==> config.mk <==
export PLATFORM = sky130hd
export DESIGN_NAME = qpht_ram
export DESIGN_NICKNAME = d
export VERILOG_FILES = /design/src/rtl/core/qpht_ram.sv
export SDC_FILE = /design/constraint.sdc
export NUM_CORES = 1
export LEC_CHECK = 0
export ABC_AREA = 1
export BUFFER_PORTS_ARGS = -buffer_cell sky130_fd_sc_hd__buf_4
export CORE_ASPECT_RATIO = 0.75
export CORE_MARGIN = 8
export CORE_UTILIZATION = 40
export DETAILED_ROUTE_END_ITERATION = 8
export GPL_ROUTABILITY_DRIVEN = 0
export PLACE_DENSITY = 0.6
export SLEW_MARGIN = 20
export SYNTH_ARGS = -nofsm -noshare
export SYNTH_HDL_FRONTEND = slang
export SYNTH_SLANG_ARGS = --single-unit
export TNS_END_PERCENT = 10
==> constraint.sdc <==
create_clock -name aclk -period 1.5 [get_ports aclk]
set_input_delay 0.225 -clock aclk [delete_from_list [all_inputs] [get_ports aclk]]
set_output_delay 0.225 -clock aclk [all_outputs]
set_load 0.1 [all_outputs]
==> src/rtl/core/qpht_ram.sv <==
// Generic single write port, single read port RAM with registered read.
module qpht_ram #(
    parameter int WIDTH = 8,
    parameter int DEPTH = 16
) (
    input  logic                     aclk,
    input  logic                     we,
    input  logic [$clog2(DEPTH)-1:0] waddr,
    input  logic [WIDTH-1:0]         wdata,
    input  logic [$clog2(DEPTH)-1:0] raddr,
    output logic [WIDTH-1:0]         rdata
);

    logic [WIDTH-1:0] mem [DEPTH];
    logic [WIDTH-1:0] rdata_reg;

    always_ff @(posedge aclk) begin
        if (we) begin
            mem[waddr] <= wdata;
        end
        rdata_reg <= mem[raddr];
    end

    assign rdata = rdata_reg;

endmodule

==> results of run 1 <==
kinds of logic after synthesis:
family        count (synthesis)  share of synthesized area [%]
simple gates                289                          21.05
flops                       136                          69.43
buf+inv                     126                          9.525
power by group:
group | internal, W | switching (W) | total [W]
clock network | 0.00210 | 0.00158 | 0.00368
registers | 0.00425 | 0.0000312 | 0.00428
logic | 0.000198 | 0.000555 | 0.000753
tightest hold or removal path, stage by stage:
cell and delay (ns):
buf_4 0.15, nand3_1 0.09, nand2_1 0.05
layer usage:
| layer | GRT usage, % | vias up | share of wire, % |
|---|---|---|---|
| met5 | 0 | - | 0 |
| li1 | - | 1866 | - |
| met3 | 3.017 | 19 | 5.3 |
| met2 | 22.35 | 121 | 44 |
| met4 | 5.372 | 0 | 1.6 |
| met1 | 22.30 | 1812 | 50 |
layout make-up:
type	instances	share of cell area (%)
Tap cell	180	3.318
Sequential cell	136	58.99
Inverter	102	5.641
Clock buffer	17	6.267
Clock inverter	15	1.567
Timing Repair Buffer	49	6.341
Multi-Input combinational cell	289	17.88
per-stage QoR:
stage / hold WS, ns / setup slack [ns]
final: 0.1352 / 0.1671
after floorplan: 0.3239 / 0.3242
after global placement: 0.5558 / 0.1609
after detailed placement: 0.5535 / 0.1629
after global routing: 0.1445 / 0.1442
after CTS: 0.1235 / 0.1574
placed cells by master, fill, tap and decap left out:
master	count
buf_12	5
buf_4	44
clkbuf_16	17
clkinv_1	1
clkinv_2	3
clkinv_4	3
clkinvlp_4	7
dfxtp_1	8
edfxtp_1	128
inv_1	100
inv_2	2
inv_6	1
nand2_1	173
nand3_1	97
nand3b_1	2
nor2_1	17
worst paths after layout:
path	to	slack [ns]	cells after the start
max	rdata[7]	0.17	1
min reg2reg	rdata[1]	0.67	6
max reg2reg	rdata[3]	0.46	6
min	rdata[4]	0.14	3
==> impl_metrics.env, run 1 <==
export IMPL_finalHoldViolCount=0
export IMPL_num_nets_final=613
export IMPL_rsz0062_at_grt="false"
export IMPL_clockRootBuffer="clkbuf_16"
export IMPL_setup_viol=0
export IMPL_crit_required_ns=1.27
export IMPL_ant_nets=0
export IMPL_r2r_start="mem[1][3]"
export IMPL_vias=3818
export IMPL_worstMarginPinSlew_ns=0.5614
export IMPL_drive_gt1_share_pct=13.49
export IMPL_crit_fanout=1
export IMPL_regArea_mm2=0.004004
export IMPL_multi_input_area_mm2=0.001214
export IMPL_finalClockSkew_ns=0.006432
export IMPL_synth_cell_types=12
export IMPL_track_usage_pct=15.32
export IMPL_row_count=38
export IMPL_dieArea_mm2=0.01856
export IMPL_yosysMostFrequentCell="nand2_1"
export IMPL_power_w=0.008713
export IMPL_wl_per_cell_um=17.38
export IMPL_clockBufferDepth=2
export IMPL_diodes=0
export IMPL_ys_seq_elements=136
export IMPL_tns_ns=0
export IMPL_async_reset_ff_share_pct=0
export IMPL_io_pins=26
export IMPL_leakage_nw=2.925
export IMPL_synth_top_area_share_pct=66.65
export IMPL_grt_pass1_vias=3703
export IMPL_drc=0
export IMPL_fp_dieW_um=154.6
export IMPL_synth_ff_type="edfxtp_1"
export IMPL_maxCapViolations=0
export IMPL_setup_worst_path_class="reg2out"
export IMPL_tritoncts="done"
export IMPL_critPathTopFamily="flip-flops"
export IMPL_synth_area_leaders="edfxtp_1 (67%), nand2_1 (11%), nand3_1 (8.4%), inv_1 (6.5%), dfxtp_1 (2.8%)"
export IMPL_seq_area_frac_synth_pct=69.43
export IMPL_drtPass1Iterations=5
export IMPL_cp_arrival_ns=1.11
export IMPL_grt_pass1_wl_um=21250
export IMPL_largest_register_ffs=128
export IMPL_syn_to_final_growth_pct=17.70
export IMPL_placed_cells=756
export IMPL_placed_area_mm2=0.006256
export IMPL_syn_num_nets=569
export IMPL_synth_area_per_cell_um2=10.47
export IMPL_final_util_pct=47.59
export IMPL_antenna_found_initial=0
export IMPL_hold_path_class="in2reg"
export IMPL_timing_final_crit_period_ns=1.333
export IMPL_gr_total_overflow=0
export IMPL_synthCells=551
export IMPL_ctsHoldBuffers=0
export IMPL_cp_end_kind="output pin"
export IMPL_path_clk_slew_ns=0.06
export IMPL_path_buf_inv=1
export IMPL_cp_cell_sequence="buf_4"
export IMPL_slew_violations=0
export IMPL_chipHeight_um=120.0
export IMPL_min_from="raddr[3]"
export IMPL_viasPerCell=4.845
export IMPL_h_tree_depth=4
export IMPL_fmax_ghz=0.7502
export IMPL_period_share_pct=88.86
export IMPL_p_per_area_mw_per_mm2=1284
export IMPL_hpwlAfterDp_um=8498
export IMPL_status="complete, no violations"
export IMPL_critPathLaunch="rdata[7]"
export IMPL_syn_area_mm2=0.005767
export IMPL_port_buffers=25
export IMPL_numCtsBuffers=17
export IMPL_cts_setup_buffers=0
export IMPL_critPathLaunchType="flip-flop"
export IMPL_slowest_delay_ns=0.38
export IMPL_cts_sinks=136
export IMPL_grt_max_degree=65
export IMPL_cp_slowest_cell="dfxtp_1"
export IMPL_start_util_pct=40.43
export IMPL_core_area_mm2=0.01426
export IMPL_synth_edff_count=128
export IMPL_cts_resized_gates=0
export IMPL_yosys_warnings=0
export IMPL_fin_cells=788
export IMPL_wirelength_um=13700
export IMPL_ir_drop_mv=0.8485
export IMPL_drt_iter0_drc=477
export IMPL_maxSlewHeadroom_pct=62.53
export IMPL_yosysTopAreaCell="edfxtp_1"
export IMPL_netlist_top_cells_count="nand2_1 (173), edfxtp_1 (128), inv_1 (100)"
export IMPL_finalInstanceArea_mm2=0.006788
export IMPL_clk_latency_ns=0.41
export IMPL_fill_cells=1322
Power figures use the tool's default switching activity.
==> run 2: changes to the inputs <==
PLACE_DENSITY = 0.62   (was 0.6)
clock period = 1.18 ns   (was 1.5 ns; I/O delays follow)
==> run 2 against run 1 <==
  * Register-to-register slack got worse by 0.27 ns
  * Non-clock buffer count rose by 8
  * Critical path depth unchanged
  * Largest cell class unchanged
  * Flip-flop and latch count is the same
  * Sequential power grew 27%
  * Utilization increased by 1.6 points
  * First-iteration DRC count is 8.6% higher
  * Via count rose by 2.6%
  * Largest power group unchanged
  * Worst hold slack got worse by 0.030 ns
  * Clock power rose by 44%
  * Combinational power grew 38%
==> impl_metrics.env, run 2 (synthesis results as in run 1) <==
export IMPL_status="complete, no violations"
export IMPL_cp_slowest_cell="dfxtp_1"
export IMPL_drt_iter0_drc=518
export IMPL_diodes=0
export IMPL_mostFrequentLayoutCells="nand2_1 (173), edfxtp_1 (128), inv_1 (100)"
export IMPL_crit_path_end="rdata[7]"
export IMPL_crit_required_ns=1.00
export IMPL_grt_pass1_wl_um=21790
export IMPL_ant_nets=0
export IMPL_r2r_slack_ns=0.19
export IMPL_viasPerCell=4.921
export IMPL_row_count=38
export IMPL_place_ws_ns=-0.05473
export IMPL_period_share_pct=96.95
export IMPL_maxSlewHeadroom_pct=80.42
export IMPL_grt_max_degree=45
export IMPL_finalInstanceArea_mm2=0.007020
export IMPL_largest_register_ffs=128
export IMPL_reg2reg_to="rdata[5]"
export IMPL_wl_per_cell_um=17.31
export IMPL_gr_total_overflow=0
export IMPL_fmax_ghz=0.8741
export IMPL_layout_setup_ws_ns=0.03596
export IMPL_hold_path_class="in2reg"
export IMPL_ir_drop_mv=1.341
export IMPL_cp_arrival_ns=0.97
export IMPL_leakage_nw=3.048
export IMPL_critPathLaunch="rdata[7]"
export IMPL_rsz0062_at_grt="false"
export IMPL_vias=3917
export IMPL_h_tree_depth=4
export IMPL_critPathTopFamily="flip-flops"
export IMPL_num_nets_final=621
export IMPL_finalClockSkew_ns=0.009665
export IMPL_path_buf_inv=1
export IMPL_syn_to_final_growth_pct=21.74
export IMPL_setup_viol=0
export IMPL_r2r_start="mem[13][5]"
export IMPL_ctsHoldBuffers=0
export IMPL_p_per_area_mw_per_mm2=1681
export IMPL_multi_input_area_mm2=0.001214
export IMPL_worstMarginPinSlew_ns=0.2934
export IMPL_fill_cells=1259
export IMPL_wirelength_um=13780
export IMPL_placed_area_mm2=0.006354
export IMPL_antenna_found_initial=0
export IMPL_fp_dieW_um=154.6
export IMPL_crit_fanout=1
export IMPL_finalHoldViolCount=0
export IMPL_clockBufferDepth=2
export IMPL_clk_latency_ns=0.41
export IMPL_setup_worst_path_class="reg2out"
export IMPL_slowest_delay_ns=0.33
export IMPL_start_util_pct=40.43
export IMPL_timing_final_crit_period_ns=1.144
export IMPL_numCtsBuffers=17
export IMPL_critPathLaunchType="flip-flop"
export IMPL_hpwlAfterDp_um=8912
export IMPL_slew_violations=0
export IMPL_io_pins=26
export IMPL_tns_ns=0
export IMPL_maxCapViolations=0
export IMPL_chipHeight_um=120.0
export IMPL_regArea_mm2=0.004009
export IMPL_drc=0
export IMPL_cts_sinks=136
export IMPL_layout_commonest_cell="nand2_1"
export IMPL_grt_pass1_vias=3833
export IMPL_path_clk_slew_ns=0.06
export IMPL_drive_gt1_share_pct=14.61
export IMPL_worstRegToRegCells=6
export IMPL_clockRootBuffer="clkbuf_16"
export IMPL_cp_end_kind="output pin"
export IMPL_min_from="wdata[3]"
export IMPL_dieArea_mm2=0.01856
export IMPL_drtPass1Iterations=5
export IMPL_track_usage_pct=15.67
export IMPL_path_depth=1
export IMPL_core_area_mm2=0.01426
export IMPL_tritoncts="done"
export IMPL_power_w=0.01180
export IMPL_port_buffers=25
export IMPL_cp_cell_sequence="buf_6"
[run 2: cell count changes in the layout (fill, tap and decap cells not counted), sizes merged]
cell,previous run,this run
clkinv,7,4
bufinv,0,3
clkinvlp,7,1
buf,49,57
inv,103,102
clkbuf,17,24
[run 2: what timing repair did]
item	CTS	global route
buffers inserted	0	0
setup endpoints to repair	8	3
gates resized for setup	16	5
[run 2: area by class of cell]
class                      count  area share (%)
inverter                     102           5.454
timing repair buffer          57           8.501
multi-input combinational    289           17.29
clock buffer                  24           6.719
clock inverter                 8           1.729
tap                          180           3.208
sequential                   136           57.10
[run 2: per-layer routing]
metal | share of wire (%) | up-vias | global-route usage [%]
li1 | - | 1878 | -
met3 | 7.9 | 7 | 4.741
met5 | 0 | - | 0
met1 | 47 | 1867 | 22.33
met2 | 44 | 165 | 22.88
met4 | 0.67 | 0 | 4.029
[run 2: worst min-delay path by stage]
stage	endpoint	slack (ns)	cells after the start
after global routing	mem[0][3]	0.1	1
after floorplan	mem[0][0]	0.28	0
after global placement	rdata[1]	0.52	3
after CTS	rdata[2]	0.09	3
after detailed placement	rdata[2]	0.52	3
final	mem[12][3]	0.10	1
[run 2: power breakdown]
part	internal [W]	switching, W
sequential	0.00541	0.0000484
combinational	0.000337	0.000704
clock	0.00343	0.00188
[run 2: per-stage QoR]
stage	hold WS [ns]	cells	util (%)
6_report	0.1048	796	49.22
5_1_grt	0.09620	796	49.22
4_1_cts	0.09034	796	49.11
3_5_place_dp	0.5179	764	44.54
3_3_place_gp	0.5177	764	44.54
2_1_floorplan	0.2759	551	-
