**src/rtl/core/qpht_pkg.sv**
```systemverilog
// Shared constants, codes and entry format for the quadratic probe hash table.
package qpht_pkg;

    localparam int KEY_W    = 31;
    localparam int MODE_W   = 2;
    localparam int STATUS_W = 3;
    localparam int TAG_W    = 2;
    localparam int ENTRY_W  = TAG_W + KEY_W;
    localparam int S_TDATA_W = ((MODE_W + KEY_W + 7) / 8) * 8;

    localparam int INITIAL_SLOTS_DEF = 5;
    localparam int MAX_SLOTS_DEF     = 1597;

    // operation codes
    localparam logic [MODE_W-1:0] MODE_INSERT = 2'd0;
    localparam logic [MODE_W-1:0] MODE_REMOVE = 2'd1;
    localparam logic [MODE_W-1:0] MODE_SEARCH = 2'd2;

    // result codes
    localparam logic [STATUS_W-1:0] STATUS_INSERTED  = 3'd0;
    localparam logic [STATUS_W-1:0] STATUS_DUPLICATE = 3'd1;
    localparam logic [STATUS_W-1:0] STATUS_FULL      = 3'd2;
    localparam logic [STATUS_W-1:0] STATUS_REMOVED   = 3'd3;
    localparam logic [STATUS_W-1:0] STATUS_NOT_FOUND = 3'd4;
    localparam logic [STATUS_W-1:0] STATUS_FOUND     = 3'd5;

    // slot tags, stored above the key
    localparam logic [TAG_W-1:0] TAG_EMPTY   = 2'd0;
    localparam logic [TAG_W-1:0] TAG_DELETED = 2'd1;
    localparam logic [TAG_W-1:0] TAG_LIVE    = 2'd2;

endpackage

```
**src/rtl/core/qpht_div.sv**
```systemverilog
// Restoring remainder unit: one dividend bit per cycle.
module qpht_div #(
    parameter int DIV_W = 12
) (
    input  logic                     aclk,
    input  logic                     aresetn,
    input  logic                     start,
    input  logic [qpht_pkg::KEY_W-1:0] dividend,
    input  logic [DIV_W-1:0]         divisor,
    output logic                     done,
    output logic [DIV_W-1:0]         rem
);

    localparam int KW    = qpht_pkg::KEY_W;
    localparam int CNT_W = $clog2(KW + 1);

    logic [KW-1:0]    a_reg;
    logic [DIV_W-1:0] b_reg;
    logic [DIV_W-1:0] rem_reg;
    logic [CNT_W-1:0] cnt_reg;
    logic             busy_reg;
    logic             done_reg;

    logic [DIV_W:0] trial;
    logic [DIV_W:0] trial_sub;
    logic [DIV_W-1:0] rem_next;

    always_comb begin
        trial     = {rem_reg, a_reg[KW-1]};
        trial_sub = trial - {1'b0, b_reg};
        rem_next  = (trial >= {1'b0, b_reg}) ? trial_sub[DIV_W-1:0] : trial[DIV_W-1:0];
    end

    always_ff @(posedge aclk) begin
        if (!aresetn) begin
            busy_reg <= 1'b0;
            done_reg <= 1'b0;
        end else begin
            done_reg <= 1'b0;
            if (start) begin
                a_reg    <= dividend;
                b_reg    <= divisor;
                rem_reg  <= '0;
                cnt_reg  <= CNT_W'(KW);
                busy_reg <= 1'b1;
            end else if (busy_reg) begin
                rem_reg <= rem_next;
                a_reg   <= {a_reg[KW-2:0], 1'b0};
                cnt_reg <= cnt_reg - CNT_W'(1);
                if (cnt_reg == CNT_W'(1)) begin
                    busy_reg <= 1'b0;
                    done_reg <= 1'b1;
                end
            end
        end
    end

    assign done = done_reg;
    assign rem  = rem_reg;

endmodule

```
**config.mk**
```make
export PLATFORM = sky130hd
export DESIGN_NAME = qpht_div
export DESIGN_NICKNAME = d
export VERILOG_FILES = /design/src/rtl/core/qpht_pkg.sv /design/src/rtl/core/qpht_div.sv
export SDC_FILE = /design/constraint.sdc
export NUM_CORES = 1
export LEC_CHECK = 0
export BUFFER_PORTS_ARGS = -buffer_cell sky130_fd_sc_hd__buf_4
export CAP_MARGIN = 5
export CORE_MARGIN = 8
export CORE_UTILIZATION = 50
export DETAILED_ROUTE_END_ITERATION = 16
export PLACE_DENSITY = 0.73
export SYNTH_ARGS = -nofsm -noshare
export SYNTH_HDL_FRONTEND = slang
export SYNTH_SLANG_ARGS = --single-unit
```
**constraint.sdc**
```tcl
create_clock -name aclk -period 2.4 [get_ports aclk]
set_clock_uncertainty 0.05 [all_clocks]
set_input_delay 0.6 -clock aclk [delete_from_list [all_inputs] [get_ports aclk]]
set_output_delay 0.6 -clock aclk [all_outputs]
set_load 0.02 [all_outputs]
```
==> summary.md, run 1 <==
| Metric | Value |
|---|---|
| Run status | `complete, no violations` |
| GRT Resource Usage Total | `13.3%` |
| Clock period minus worst slack | `2.31 ns` |
| CP arrival | `2.34 ns` |
| Post-route fraction of the period consumed by the critical path | `96.1%` |
| RSZ-0062 raised after global routing | `true` |
| Wirelength per Cell | `16.0 µm` |
| Endpoint of the worst hold-timing path | `b_reg[3]$_DFFE_PP_` |
| Clock tree from TritonCTS | `built` |
| Most used cells in the layout excluding fill and tap cells | `sky130_fd_sc_hd__buf_4 (65), sky130_fd_sc_hd__edfxtp_1 (60), sky130_fd_sc_hd__mux2_2 (30), sky130_fd_sc_hd__inv_1 (18), sky130_fd_sc_hd__ha_1 (14)` |
| Vias after detailed routing | `2155` |
| Placed Instances | `379` |
| YS warnings | `0` |
| Overall die height | `96.8 µm` |
| Worst hold path depth | `1` |
| RR Endpoint | `rem[0]$_SDFFCE_PP0P_` |
| Relative max-transition margin | `64.3%` |
| R2R Path Start | `rem[3]$_SDFFCE_PP0P_` |
| Global-route wire length before repair | `10200 µm` |
| Via count of the first global-routing pass | `2146` |
| Most frequently used flop master after synthesis | `sky130_fd_sc_hd__edfxtp_1` |
| Library cell used as clock root buffer | `sky130_fd_sc_hd__clkbuf_8` |
| Most common cell after layout, fill and taps aside | `sky130_fd_sc_hd__buf_4` |
| Simple-Gate Fraction of Synth Area | `7.21%` |
| Routed WL | `6310 µm` |
| Share of synthesized cell area in full adder, half adder and majority cells | `5.98%` |
| Sort of element at the end of the critical path | `flop` |
| Core box area | `6350 µm²` |
| H-tree lvl count | `3` |
| Clock latency reported for the late side of the worst-skew pair | `0.33 ns` |
| Synth cell types | `48` |
| Worst slew pin tran | `0.535 ns` |
| Top-level I/O count | `59` |
| Effective utilization at floorplan | `51.4%` |
| Synthesized-area fraction occupied by xor and xnor cells | `2.95%` |
| Post-synthesis instance area | `3260 µm²` |
| Drt via density | `5.46` |
| Startpoint type of the worst setup path | `flop` |
| Area enclosed by the die boundary | `9370 µm²` |
| FFs w/ async S/R, synth | `0%` |
| Pin count of the biggest net entering global routing | `50` |
| Clock transition at the registers of the reported paths | `0.07 ns` |
| Share of cells above drive strength 1 | `42.1%` |
| Worst IR Drop VDD | `518 µV` |
| Endpoints failing hold | `0` |
| Horizontal die dimension | `96.8 µm` |
| Initial antenna violation count | `0` |
| Number of cell instances on the worst register-to-register path | `5` |
| Remaining design rule violation count | `0` |
| Sequential-to-total area share from yosys stat | `56.4%` |
| Setup-violating endpoint count in the final report | `0` |
| Buffer levels on the longest clock path | `2` |
| Maxcap violations | `0` |
| TritonCTS sink count | `62` |
| HPWL Detailed | `4500 µm` |
| Count of TritonRoute iterations in the first routing pass | `4` |
| Count of routing violations after the opening detailed-route iteration | `115` |
| Hold-fix buffers, CTS | `0` |
| Cell Pwr Density | `705 nW/µm²` |
| Post-detailed-route count of antenna-violating nets | `0` |
| Crit Path Class | `reg -> reg` |
| Post-Synthesis Cells | `245` |
| Startpoint of the tightest hold check path | `divisor[3]` |
| Final net count | `374` |
| CP required | `2.43 ns` |
| Average cell area after synthesis | `13.3 µm²` |
| Routability-driven placement congestion ratio | `0.890` |
| Register bit total from synthesis | `62` |
| Post-synthesis to final-layout area growth | `23.3%` |
| Fraction of the mapped netlist area in compound gates | `13.3%` |
| Mux share of post-synthesis cell area | `10.4%` |
| Post-CTS setup buffers | `0` |
| CTS Buf Count | `9` |
| Number of placement rows | `29` |
| Flip-flop count of the largest register, all copies and words added | `31` |
| Post-layout utilization of the core | `63.4%` |
| Antenna diode count | `0` |
| Largest fanout on the critical path | `12` |
| Leak Pwr | `1.60 nW` |
| Overflow left after global routing | `0` |
| Final std cells w/o fill | `395` |
| Number of enable flip-flop cells after synthesis | `60` |
| Largest family of logic cells by synthesized area | `compound AO/OA/AOI/OAI gates` |
| Total Power | `0.00284 W` |
| Synthesized netlist net count | `306` |
| Min-delay worst type | `in -> reg` |
| Peak clock frequency supported by timing | `0.433 GHz` |
| Number of max-slew violations in the final report | `0` |
| Count of buffers inserted at the top-level ports | `58` |
| Worst reg-to-reg setup slack | `0.09 ns` |
==> synth_stat cells, types with 2 or more instances <==
cell type / number / area (µm²)
sky130_fd_sc_hd__o21ai_0: 5 / 25.0
sky130_fd_sc_hd__o21a_1: 2 / 15.0
sky130_fd_sc_hd__nand3_1: 7 / 35.0
sky130_fd_sc_hd__clkbuf_1: 4 / 15.0
sky130_fd_sc_hd__and3_1: 2 / 12.5
sky130_fd_sc_hd__nand2_1: 10 / 37.5
sky130_fd_sc_hd__a211oi_1: 2 / 15.0
sky130_fd_sc_hd__o211ai_2: 2 / 25.0
sky130_fd_sc_hd__nand4_1: 2 / 12.5
sky130_fd_sc_hd__o21ai_1: 7 / 35.0
sky130_fd_sc_hd__xnor2_1: 7 / 61.3
sky130_fd_sc_hd__a21o_1: 5 / 37.5
sky130_fd_sc_hd__a211o_1: 2 / 17.5
sky130_fd_sc_hd__nor3_1: 5 / 25.0
sky130_fd_sc_hd__nor3_2: 3 / 30.0
sky130_fd_sc_hd__a21oi_1: 11 / 55.1
sky130_fd_sc_hd__nor2_1: 4 / 15.0
sky130_fd_sc_hd__nand2b_1: 2 / 12.5
sky130_fd_sc_hd__and4_1: 3 / 26.3
sky130_fd_sc_hd__edfxtp_1: 60 / 1800
sky130_fd_sc_hd__inv_1: 18 / 67.6
sky130_fd_sc_hd__mux2_2: 30 / 338
sky130_fd_sc_hd__ha_1: 14 / 175
sky130_fd_sc_hd__dfxtp_1: 2 / 40.0
sky130_fd_sc_hd__a21oi_2: 8 / 70.1
sky130_fd_sc_hd__xor2_1: 4 / 35.0
sky130_fd_sc_hd__buf_6: 2 / 22.5
sky130_fd_sc_hd__a31oi_1: 2 / 12.5
==> how the worst max path moves through the flow <==
stage,start,endpoint,slack (ns),cells after the start
floorplan,rem[0]$_SDFFCE_PP0P_,rem[10]$_SDFFCE_PP0P_,0.09,7
global placement,a_reg[30]$_DFFE_PP_,rem[10]$_SDFFCE_PP0P_,0.04,10
detailed placement,a_reg[30]$_DFFE_PP_,rem[10]$_SDFFCE_PP0P_,0.02,10
CTS,a_reg[30]$_DFFE_PP_,rem[10]$_SDFFCE_PP0P_,0.009,10
global route,a_reg[30]$_DFFE_PP_,rem[10]$_SDFFCE_PP0P_,-0.03,10
finish,rem[3]$_SDFFCE_PP0P_,rem[0]$_SDFFCE_PP0P_,0.09,5
==> critical path: stages (launching register included) <==
cell,delay [ns]
sky130_fd_sc_hd__edfxtp_1,0.43
sky130_fd_sc_hd__ha_1,0.42
sky130_fd_sc_hd__and3_1,0.23
sky130_fd_sc_hd__and4_1,0.23
sky130_fd_sc_hd__a31o_2,0.35
sky130_fd_sc_hd__o311a_1,0.36
==> cell type report <==
cell class	instances	area (µm²)
flip-flops and latches	62	1840
fillers	516	2330
repair buffers	66	508
well taps	77	96.3
inverters	18	67.6
clock buffers	10	128
clock inverters	6	62.6
multi-input cells	156	1320
==> through the flow <==
step	area [µm²]	TNS (ns)	hold slack (ns)	setup WS (ns)
floorplan	3260	0	0.446	0.0856
global placement	3810	0	0.456	0.0426
detailed placement	3810	0	0.466	0.0240
CTS	4010	0	0.371	0.00950
global route	4020	-0.0495	0.364	-0.0268
finish	4020	0	0.386	0.0925
==> timing repair <==
action                                  in CTS  in global routing
gates resized for setup                      0                  4
endpoints found under the setup margin       0                  4
endpoints found under the hold margin        0                  0
==> layer usage <==
| metal | track usage (%) | vias up | share of wire (%) |
|---|---|---|---|
| li1 | - | 1067 | - |
| met1 | 15.7 | 1028 | 45 |
| met2 | 20.7 | 54 | 46 |
| met3 | 6.47 | 6 | 7.9 |
| met4 | 4.26 | 0 | 1.1 |
| met5 | 0 | - | 0 |
==> cells by family after synthesis <==
family / Yosys count
XOR/XNOR: 11
flip-flops: 62
AO/OA/AOI/OAI: 58
buffers and inverters: 27
multiplexers: 30
adder cells (fa/ha/maj): 15
AND/OR/NAND/NOR: 42
==> power by group <==
| part | switching [W] | leakage (nW) | total, W | internal [W] |
|---|---|---|---|---|
| sequential | 0.0000351 | 0.585 | 0.00132 | 0.00129 |
| clock | 0.000417 | 0.0899 | 0.000893 | 0.000476 |
| combinational | 0.000322 | 0.927 | 0.000620 | 0.000298 |
Power figures use the tool's default switching activity.
==> run 2: changes to the inputs <==
--- a/config.mk
+++ b/config.mk
@@ -8,9 +8,10 @@
 export BUFFER_PORTS_ARGS = -buffer_cell sky130_fd_sc_hd__buf_4
 export CAP_MARGIN = 5
 export CORE_MARGIN = 8
-export CORE_UTILIZATION = 50
+export CORE_UTILIZATION = 55
 export DETAILED_ROUTE_END_ITERATION = 16
-export PLACE_DENSITY = 0.73
+export PLACE_DENSITY = 0.76
+export REMOVE_ABC_BUFFERS = 1
 export SYNTH_ARGS = -nofsm -noshare
 export SYNTH_HDL_FRONTEND = slang
 export SYNTH_SLANG_ARGS = --single-unit
==> constraint.sdc (replaced) <==
create_clock -name aclk -period 2.69 [get_ports aclk]
set_clock_uncertainty 0.05 [all_clocks]
set_input_delay 0.6725 -clock aclk [delete_from_list [all_inputs] [get_ports aclk]]
set_output_delay 0.6725 -clock aclk [all_outputs]
set_load 0.02 [all_outputs]
==> run 2 against run 1 <==
Against the previous run: combinational power shrank 11%; highest routed layer unchanged; largest power group unchanged; sequential power shrank 11%; worst hold slack gained 0.073 ns; clock power shrank 4.0%; first-iteration DRC count grew 4.3%; maximum frequency shrank 6.1%.
==> summary.md, run 2 (synthesized netlist as in run 1, its figures left out) <==
| Metric | Value |
|---|---|
| Run status | `complete, no violations` |
| Clock transition at the registers of the reported paths | `0.07 ns` |
| Hold-fix buffers, CTS | `0` |
| Library cell used as clock root buffer | `sky130_fd_sc_hd__clkbuf_8` |
| Crit Path Class | `reg -> reg` |
| Sw Ratio | `25.8%` |
| Wirelength per Cell | `17.1 µm` |
| Area enclosed by the die boundary | `8650 µm²` |
| Vias after detailed routing | `2178` |
| Filler Cell Count | `433` |
| Number of placement rows | `28` |
| Remaining design rule violation count | `0` |
| Count of routing violations after the opening detailed-route iteration | `120` |
| Min-delay worst type | `in -> reg` |
| Final std cells w/o fill | `391` |
| H-tree lvl count | `3` |
| Overflow left after global routing | `0` |
| Relative max-transition margin | `62.4%` |
| Effective utilization at floorplan | `56.1%` |
| Number of max-slew violations in the final report | `0` |
| Via count of the first global-routing pass | `2316` |
| Initial antenna violation count | `0` |
| Sort of element at the end of the critical path | `flop` |
| Post-route fraction of the period consumed by the critical path | `91.4%` |
| RSZ-0062 raised after global routing | `false` |
| Core box area | `5820 µm²` |
| Buffer levels on the longest clock path | `2` |
| Post-CTS setup buffers | `0` |
| Setup-violating endpoint count in the final report | `0` |
| Startpoint type of the worst setup path | `flop` |
| Horizontal die dimension | `93.0 µm` |
| Worst slew pin tran | `0.563 ns` |
| Flip-flop and latch area | `1840 µm²` |
| Internal power | `0.00192 W` |
| Leak Pwr | `1.61 nW` |
| Endpoints failing hold | `0` |
| Cell Pwr Density | `643 nW/µm²` |
| Seq pwr share | `45.6%` |
| TritonCTS sink count | `62` |
| Placed Instances | `376` |
| CTS resizes | `0` |
| Worst IR Drop VDD | `458 µV` |
| Overall die height | `93.0 µm` |
| Drt via density | `5.57` |
| CP required | `2.73 ns` |
| GRT Resource Usage Total | `16.4%` |
| Most used cells in the layout excluding fill and tap cells | `sky130_fd_sc_hd__buf_4 (62), sky130_fd_sc_hd__edfxtp_1 (60), sky130_fd_sc_hd__mux2_2 (30), sky130_fd_sc_hd__inv_1 (18), sky130_fd_sc_hd__ha_1 (14)` |
| Most common cell after layout, fill and taps aside | `sky130_fd_sc_hd__buf_4` |
| Area of the multi-input gates | `1300 µm²` |
| Peak clock frequency supported by timing | `0.407 GHz` |
| Flip-flop count of the largest register, all copies and words added | `31` |
| Routed WL | `6680 µm` |
| Share of cells above drive strength 1 | `40.2%` |
| Clock tree from TritonCTS | `built` |
| Final net count | `373` |
| CTS Buf Count | `9` |
| Post-detailed-route count of antenna-violating nets | `0` |
| Total net switching power | `0.000668 W` |
| Top-level I/O count | `59` |
| Largest fanout on the critical path | `3` |
| Comb power frac | `21.3%` |
| Pin count of the biggest net entering global routing | `32` |
| Count of buffers inserted at the top-level ports | `58` |
| Clock latency reported for the late side of the worst-skew pair | `0.33 ns` |
| Clock group share of total power | `33.1%` |
| CP arrival | `2.50 ns` |
| Global-route wire length before repair | `11000 µm` |
| Antenna diode count | `0` |
| Maxcap violations | `0` |
| Routability-driven placement congestion ratio | `0.918` |
| Post-synthesis to final-layout area growth | `23.6%` |
| Post-Route Setup TNS | `0 ns` |
| HPWL Detailed | `4780 µm` |
| Count of TritonRoute iterations in the first routing pass | `5` |
| Clock period minus worst slack | `2.46 ns` |
==> run 2: cell types whose count changed in the layout (fill, tap and decap cells not counted), sizes merged <==
cell      delta
clkinvlp     -1
bufinv       +1
clkinv       -1
buf          -1
==> run 2: final timing paths <==
check | from | endpoint | slack (ns) | cells past startpoint
max | a_reg[30]$_DFFE_PP_ | rem[10]$_SDFFCE_PP0P_ | 0.23 | 10
min | divisor[2] | b_reg[2]$_DFFE_PP_ | 0.46 | 1
max reg2reg | a_reg[30]$_DFFE_PP_ | rem[10]$_SDFFCE_PP0P_ | 0.23 | 10
min reg2reg | busy_reg$_SDFF_PN0_ | done$_SDFF_PP0_ | 0.48 | 1
==> run 2: through the flow <==
stage	setup slack (ns)	cell area [µm²]	utilization [%]	power, W	hold slack [ns]
after floorplan	0.151	3210	-	0.00156	0.446
after global placement	0.331	3830	65.9	0.00174	0.453
after detailed placement	0.243	3830	65.9	0.00175	0.471
after CTS	0.226	4030	69.3	0.00262	0.439
after global routing	0.0690	4030	69.3	0.00270	0.444
final	0.232	4030	69.3	0.00259	0.460
==> run 2: layer usage <==
layer  routed length (µm)  GRT usage [%]  vias up
li1                     -              -     1057
met4                  157           9.40        0
met3                  446           5.29       10
met5                    0              0        -
met1                 2920           19.4     1054
met2                 3150           25.8       57
==> run 2: power by group through the flow <==
stage	Sequential [W]	Clock (W)	Combinational (W)
6_report	0.00118	0.000857	0.000551
5_1_grt	0.00119	0.000909	0.000605
4_1_cts	0.00118	0.000879	0.000553
3_5_place_dp	0.00120	0	0.000549
3_3_place_gp	0.00120	0	0.000540
2_1_floorplan	0.00122	0	0.000342
==> run 2: final cells by class <==
type / count / area share, %
Clock inverter: 5 / 1.86
Tap cell: 75 / 2.33
Multi-Input combinational cell: 156 / 32.3
Clock buffer: 10 / 3.16
Timing Repair Buffer: 65 / 13.0
Sequential cell: 62 / 45.7
Inverter: 18 / 1.68
==> run 2: critical path, cell delays in order (launching register included) <==
cell	delay, ns
sky130_fd_sc_hd__edfxtp_1	0.39
sky130_fd_sc_hd__inv_1	0.07
sky130_fd_sc_hd__ha_1	0.17
sky130_fd_sc_hd__inv_1	0.06
sky130_fd_sc_hd__fa_1	0.42
sky130_fd_sc_hd__a21o_1	0.21
sky130_fd_sc_hd__a221oi_1	0.37
sky130_fd_sc_hd__o31ai_1	0.13
sky130_fd_sc_hd__xor2_1	0.16
sky130_fd_sc_hd__a21oi_2	0.12
sky130_fd_sc_hd__nor3_2	0.05
